==> config.mk <==
export PLATFORM = sky130hd
export DESIGN_NAME = pjbmap_frac_div
export DESIGN_NICKNAME = d
export VERILOG_FILES = /design/src/rtl/pjbmap_pkg.sv /design/src/rtl/pjbmap_frac_div.sv
export SDC_FILE = /design/constraint.sdc
export NUM_CORES = 2
export LEC_CHECK = 0
export BUFFER_PORTS_ARGS = -buffer_cell sky130_fd_sc_hd__buf_2
export CAP_MARGIN = 20
export CORE_MARGIN = 2
export CORE_UTILIZATION = 40
export CTS_CLUSTER_DIAMETER = 40
export CTS_CLUSTER_SIZE = 28
export DETAILED_ROUTE_END_ITERATION = 16
export GPL_ROUTABILITY_DRIVEN = 0
export SYNTH_ARGS = -nofsm -noshare
export SYNTH_HDL_FRONTEND = slang
export SYNTH_SLANG_ARGS = --single-unit
==> constraint.sdc <==
create_clock -name clock -period 7.4 [get_ports clock]
set_input_delay 0.74 -clock clock [delete_from_list [all_inputs] [get_ports clock]]
set_output_delay 0.74 -clock clock [all_outputs]
set_load 0.1 [all_outputs]
==> src/rtl/pjbmap_pkg.sv <==
// ----------------------------------------------------------------------------
// pjbmap_pkg
// Shared widths, register indexes, reset values and corner angle sets of the
// pixel to joint angle bilinear map.
// ----------------------------------------------------------------------------
package pjbmap_pkg;

   localparam int FRACTION_BITS       = 16;
   localparam int ANGLE_FRACTION_BITS = 8;

   localparam int COORD_W     = 11;
   localparam int MAG_W       = COORD_W + 1;
   localparam int DIFF_W      = COORD_W + 2;
   localparam int ANGLE_W     = 16;
   localparam int JOINTS      = 4;
   localparam int CSR_INDEX_W = 4;
   localparam int CSR_DATA_W  = 16;

   typedef enum logic [CSR_INDEX_W-1:0] {
      CSR_TOP_LEFT_ROW     = 4'd0,
      CSR_TOP_LEFT_COL     = 4'd1,
      CSR_TOP_RIGHT_ROW    = 4'd2,
      CSR_TOP_RIGHT_COL    = 4'd3,
      CSR_BOTTOM_LEFT_ROW  = 4'd4,
      CSR_BOTTOM_LEFT_COL  = 4'd5,
      CSR_BOTTOM_RIGHT_ROW = 4'd6,
      CSR_BOTTOM_RIGHT_COL = 4'd7
   } csr_index_type;

   localparam logic [COORD_W-1:0] RST_TOP_LEFT_ROW     = 11'd253;
   localparam logic [COORD_W-1:0] RST_TOP_LEFT_COL     = 11'd876;
   localparam logic [COORD_W-1:0] RST_TOP_RIGHT_ROW    = 11'd253;
   localparam logic [COORD_W-1:0] RST_TOP_RIGHT_COL    = 11'd1171;
   localparam logic [COORD_W-1:0] RST_BOTTOM_LEFT_ROW  = 11'd542;
   localparam logic [COORD_W-1:0] RST_BOTTOM_LEFT_COL  = 11'd860;
   localparam logic [COORD_W-1:0] RST_BOTTOM_RIGHT_ROW = 11'd542;
   localparam logic [COORD_W-1:0] RST_BOTTOM_RIGHT_COL = 11'd1215;

   // Corner angle sets in whole degrees, element 0 is the base joint.
   localparam logic [JOINTS-1:0][7:0] CORNER_TL = {8'd140, 8'd115, 8'd154, 8'd97};
   localparam logic [JOINTS-1:0][7:0] CORNER_TR = {8'd140, 8'd115, 8'd154, 8'd81};
   localparam logic [JOINTS-1:0][7:0] CORNER_BL = {8'd150, 8'd150, 8'd123, 8'd102};
   localparam logic [JOINTS-1:0][7:0] CORNER_BR = {8'd150, 8'd150, 8'd123, 8'd78};

endpackage

==> src/rtl/pjbmap_frac_div.sv <==
// ----------------------------------------------------------------------------
// pjbmap_frac_div
// Pipelined restoring divider for the two clamped fractions. One register
// stage classifies the operands, then one quotient bit is resolved per stage.
// ----------------------------------------------------------------------------
module pjbmap_frac_div #(
   parameter int FRACTION_BITS = pjbmap_pkg::FRACTION_BITS
) (
   input  logic                                    clock,
   input  logic                                    reset,
   input  logic                                    en,
   input  logic                                    in_valid,
   input  logic signed [pjbmap_pkg::DIFF_W-1:0]    num_v,
   input  logic signed [pjbmap_pkg::DIFF_W-1:0]    den_v,
   input  logic signed [pjbmap_pkg::DIFF_W-1:0]    num_u,
   input  logic signed [pjbmap_pkg::DIFF_W-1:0]    den_u,
   output logic                                    out_valid,
   output logic [FRACTION_BITS:0]                  frac_v,
   output logic [FRACTION_BITS:0]                  frac_u,
   output logic                                    degenerate
);

   localparam int FB = FRACTION_BITS;
   localparam int MW = pjbmap_pkg::MAG_W;
   localparam int DW = pjbmap_pkg::DIFF_W;

   typedef enum logic [1:0] {
      FRAC_CALC,
      FRAC_ZERO,
      FRAC_ONE,
      FRAC_DEGEN
   } frac_kind_type;

   logic signed [DW-1:0] num_op [0:1];
   logic signed [DW-1:0] den_op [0:1];
   logic [DW-1:0]        num_abs [0:1];
   logic [DW-1:0]        den_abs [0:1];

   logic [MW-1:0]        rem_in  [0:FB][0:1];
   logic [MW-1:0]        rem_ff  [0:FB][0:1];
   logic [MW-1:0]        den_in  [0:FB][0:1];
   logic [MW-1:0]        den_ff  [0:FB][0:1];
   logic [FB-1:0]        quo_in  [0:FB][0:1];
   logic [FB-1:0]        quo_ff  [0:FB][0:1];
   frac_kind_type        kind_in [0:FB][0:1];
   frac_kind_type        kind_ff [0:FB][0:1];
   logic [MW:0]          rem_shl [1:FB][0:1];
   logic [MW:0]          rem_sub [1:FB][0:1];
   logic [FB:0]          valid_ff;
   logic [FB:0]          frac [0:1];

   assign num_op[0] = num_v;
   assign den_op[0] = den_v;
   assign num_op[1] = num_u;
   assign den_op[1] = den_u;

   always_comb begin
      for (int l = 0; l < 2; l++) begin
         num_abs[l] = num_op[l][DW-1] ? DW'(-num_op[l]) : DW'(num_op[l]);
         den_abs[l] = den_op[l][DW-1] ? DW'(-den_op[l]) : DW'(den_op[l]);
         rem_in[0][l] = num_abs[l][MW-1:0];
         den_in[0][l] = den_abs[l][MW-1:0];
         quo_in[0][l] = '0;
         if (den_op[l] == '0) begin
            kind_in[0][l] = FRAC_DEGEN;
         end else if ((num_op[l] != '0) && (num_op[l][DW-1] != den_op[l][DW-1])) begin
            kind_in[0][l] = FRAC_ZERO;
         end else if (num_abs[l][MW-1:0] >= den_abs[l][MW-1:0]) begin
            kind_in[0][l] = FRAC_ONE;
         end else begin
            kind_in[0][l] = FRAC_CALC;
         end
      end
      for (int s = 1; s <= FB; s++) begin
         for (int l = 0; l < 2; l++) begin
            rem_shl[s][l] = {rem_ff[s-1][l], 1'b0};
            rem_sub[s][l] = rem_shl[s][l] - {1'b0, den_ff[s-1][l]};
            rem_in[s][l]  = rem_sub[s][l][MW] ? rem_shl[s][l][MW-1:0]
                                              : rem_sub[s][l][MW-1:0];
            quo_in[s][l]  = {quo_ff[s-1][l][FB-2:0], ~rem_sub[s][l][MW]};
            den_in[s][l]  = den_ff[s-1][l];
            kind_in[s][l] = kind_ff[s-1][l];
         end
      end
   end

   always_ff @(posedge clock) begin
      if (reset) begin
         valid_ff <= '0;
      end else if (en) begin
         valid_ff <= {valid_ff[FB-1:0], in_valid};
      end
   end

   always_ff @(posedge clock) begin
      if (en) begin
         for (int s = 0; s <= FB; s++) begin
            for (int l = 0; l < 2; l++) begin
               rem_ff[s][l]  <= rem_in[s][l];
               den_ff[s][l]  <= den_in[s][l];
               quo_ff[s][l]  <= quo_in[s][l];
               kind_ff[s][l] <= kind_in[s][l];
            end
         end
      end
   end

   always_comb begin
      for (int l = 0; l < 2; l++) begin
         case (kind_ff[FB][l])
            FRAC_CALC: frac[l] = {1'b0, quo_ff[FB][l]};
            FRAC_ONE:  frac[l] = {1'b1, {FB{1'b0}}};
            default:   frac[l] = '0;
         endcase
      end
   end

   assign frac_v     = frac[0];
   assign frac_u     = frac[1];
   assign degenerate = (kind_ff[FB][0] == FRAC_DEGEN) || (kind_ff[FB][1] == FRAC_DEGEN);
   assign out_valid  = valid_ff[FB];

endmodule

* Yosys cells after proc, flatten, opt, wreduce, memory -nomap -nowiden
Memories as Yosys holds them, arrays and structs flattened.
Cells that the tools add are included.
** Word-level totals
- Register bits :: 17
- Latch bits :: 0
- Bits in writable memories :: 1428
- Memory bits (read-only) :: 0
- Input bits :: 56
- Output and inout bits :: 36
- Word-level logic and storage cells :: 136
- Memories :: 4
** Cells by class
- Add/sub/neg operators :: 36
- Multiply operators :: 0
- Divide/modulo/power cells :: 0
- Order comparisons :: 2
- Eq/ne operators :: 6
- Shift-type cells :: 0
- Mux-type cells :: 46
- Bitwise operators :: 32
- Reduce and logical (&&, ||, !) cells :: 9
** Memory list
- quo_ff :: depth 17, bits a word 32, rd ports 17, clocked after memory_dff 0, wr ports 17, line pjbmap_frac_div.sv:44 : logic [FB-1:0] quo_ff [0:FB][0:1];
- den_ff :: depth 17, bits a word 24, rd ports 16, clocked after memory_dff 0, wr ports 17, line pjbmap_frac_div.sv:42 : logic [MW-1:0] den_ff [0:FB][0:1];
- rem_ff :: depth 17, bits a word 24, rd ports 16, clocked after memory_dff 0, wr ports 17, line pjbmap_frac_div.sv:40 : logic [MW-1:0] rem_ff [0:FB][0:1];
- kind_ff :: depth 17, bits a word 4, rd ports 17, clocked after memory_dff 0, wr ports 17, line pjbmap_frac_div.sv:46 : frac_kind_type kind_ff [0:FB][0:1];
** Operators with widths (number)
- 2-to-1 mux 12 bit :: 36
- subtractor 13 x 12 -> 13 bit :: 32
- one-hot mux 17 bit (2 select lines) :: 2
- negator 12 bit :: 4
- NOT 1 bit :: 32
- zero test 13 bit :: 2
- nonzero test 13 bit :: 2
- >= comparator 12 bit :: 2
- 2-to-1 mux 2 bit :: 6
- == test 2 bit (second input constant) :: 4
- zero test 2 bit :: 2
- logical AND 1 bit :: 2
- 2-to-1 mux 1 bit :: 2
- inequality test 1 bit :: 2
- logical OR 1 bit :: 1

* Longest topological paths before layout
- Depth in word-level cells :: 6
- Mapped depth :: 14

* Worst setup path before layout
Ideal clock, no wire load.
- Path type :: in2reg
- Start point :: in num_v[6] (netlist bit)
- End point :: mem kind_ff[0][3] (netlist bit), data pin
- Arrival time :: 3.093 ns
- Slack :: 4.041 ns
- Cell stages on the path :: 11
- Path buffers :: 0
- Cell sequence :: or4_4 or3_1 o31ai_1 xnor2_1 ha_1 nand4_1 nor2_1 o21ai_0 a21oi_1 a2111oi_0 o21bai_2
** RTL lines
- start: declaration :: line pjbmap_frac_div.sv:13 : input logic signed [pjbmap_pkg::DIFF_W-1:0] num_v,
- end: declaration :: line pjbmap_frac_div.sv:46

==> run metrics <==
clk slew on worst S/H paths 50 ps; IO Count 92; TritonCTS sink count 1,125; Peak supply drop 209 uV; share of post-route cells with drive strength above 1 0.160; Hold EP rem_ff[0][12]; CTS root buf clkbuf_16; pin count of the biggest net entering global routing 210; period utilization 0.503; vias per inst 5.05; Die H 388 um; worst hold stages 1; Mapped Nets 4,984; cell taking the most area after synthesis edfxtp_1; Antenna diodes 0; max cap viols 0; Final Core Density 0.464; worst r2r dst rem_ff[3][10]; max-slew violations 0; synthesized instance count 4,518; Final Hold Viols 0; CORE AREA 146,000 um^2; RSZ-0062 raised after global routing no; reg2reg start den_ff[2][2]; syn avg cell area 13.0 um^2; layout net count 5,204; Max FO, Critical Path 16; final setup fails 0; die width 388 um; Port Buf Inserts 91; vias in the first global route 34,800; Initial Util 0.403; Synth top cells by count edfxtp_1, inv_1, ha_1, mux2_2, o21ai_0; WP data arrival 2980 ps; number of synthesized flops with an enable pin 1,108; Final min period 3720 ps; top cells by area, synth edfxtp_1, ha_1, mux2_2, inv_1, xnor2_1; Total Wirelength 95.6 mm; clk_skew 29.5 ps; CTS tree yes; TritonCTS Buffers 170; first-pass GRT wire length 162 mm; register area share after synthesis 0.571; 1st-pass router iterations 5; Post-CTS Hold Buffers 0; pwr dens 447 nW/um^2; Mapped Area 58,800 um^2; Fill cells 12,800; Distinct cells, synth 60; Critical Path RT 6660 ps; worst reg-to-reg setup slack 4230 ps; count leader, synth edfxtp_1; grt ovf 0; endpoint class of the critical path output port; setup TNS 0 ps; remaining antenna violation count 0; Synth top area share 0.566; Hold Crit Start num_v[0]; ys flop type edfxtp_1; worst slew pin tran 1260 ps; Post-DP HPWL 67.1 mm; initial drt markers 1,476; clock buffer depth 3; WL/cell 14.1 um; Yosys reg bits 1,125; Post-CTS Resized 0; Max Clk Rate 0.269 GHz; clock insertion delay at the later pin of the skew report 770 ps; die area 150,000 um^2; Hold WC Path Type input port to register; Leakage Power 26.7 nW; startpoint types register; Via Count 34,300; H-tree depth 4; Post-synth ARST share 0; initial antenna violation count 1; Crit Path Class register to output port; Yosys warning count 0; DRC viols 0; Layout area overhead 15.0%; r2r worst-path depth 9; status finished, final reports clean; Max-slew headroom 0.158; Row Count 140; overall routing resource usage 0.128; post-CTS setup repair buffer count 0
power breakdown:
group	internal [mW]	total (mW)	switching [mW]	leakage, nW
clock network	5.05	7.94	2.90	2.76
logic	6.26	12.2	5.98	12.9
registers	9.36	10.1	0.707	11.0
total	20.7	30.3	9.58	26.7
worst max-delay path, cell delays in order, from the launching register on:
cell      delay [ps]
edfxtp_1         550
nor2_2           760
and2_1           400
buf_2            490
cell type report:
cell class              instances  area, um^2  share of cell area
multi-input cells            2846       23300               0.345
flip-flops and latches       1125       33600               0.497
clock inverters               119        1300              0.0192
inverters                     462        1730              0.0256
well taps                    1917        2400              0.0354
repair buffers                133         851              0.0126
clock buffers                 194        4450              0.0658
state kept, by name, summed over array words and instances (netlist names):
| register | flops |
|---|---|
| kind_ff | 68 |
| valid_ff | 17 |
| den_ff | 384 |
| quo_ff | 272 |
| rem_ff | 384 |
worst max path at each step:
stage / start / endpoint / slack (ps) / depth (start not counted)
after floorplan: num_v[6] / kind_ff[0][3] / 4040 / 11
after global placement: num_v[6] / kind_ff[0][3] / 3740 / 12
after detailed placement: num_v[6] / kind_ff[0][3] / 3700 / 12
after CTS: kind_ff[16][1] / frac_u[14] / 3560 / 3
after global routing: kind_ff[16][1] / frac_u[14] / 3520 / 3
final: kind_ff[16][1] / frac_u[14] / 3680 / 3
per-stage QoR:
step | total power, mW | setup WS, ps | std cells | cell area, um^2 | hold slack [ps]
2_1_floorplan | 19.8 | 4040 | 4518 | 58800 | 400
5_1_grt | 32.4 | 3520 | 6796 | 67700 | 139
3_5_place_dp | 22.3 | 3700 | 6476 | 61900 | 405
6_report | 30.3 | 3680 | 6796 | 67700 | 192
3_3_place_gp | 21.9 | 3740 | 6460 | 61800 | 400
4_1_cts | 30.6 | 3560 | 6789 | 67600 | 116
per-layer routing:
metal  GRT usage  routed length, um  up-vias  part of all wire
met1       0.142              39700    16200              0.42
li1            -                  -    17400                 -
met2       0.233              49200      468              0.51
met4      0.0572               3340        0             0.035
met5           0                  0        -                 0
met3      0.0271               3380      235             0.035
cell usage in the layout (no fill, tap or decap), types with 92 or more instances in the layout:
cell type  count
xnor2_1      191
o21a_1        92
mux2i_1      107
edfxtp_1    1108
nor2b_1      122
nor2_1       213
a21oi_1      201
ha_1         380
clkbuf_16    175
mux2_2       315
o21ai_0      228
inv_1        462
logic make-up (layout without fill, tap and decap cells):
logic type | Yosys count | count (layout) | share of synthesized area
multiplexers | 422 | 422 | 0.0785
AND/OR/NAND/NOR | 742 | 742 | 0.0673
XOR/XNOR | 282 | 282 | 0.0420
AO/OA/AOI/OAI | 990 | 990 | 0.114
adder cells (fa/ha/maj) | 410 | 410 | 0.0910
buffers and inverters | 547 | 908 | 0.0359
flip-flops | 1125 | 1125 | 0.571
(Power assumes the default switching activity.)
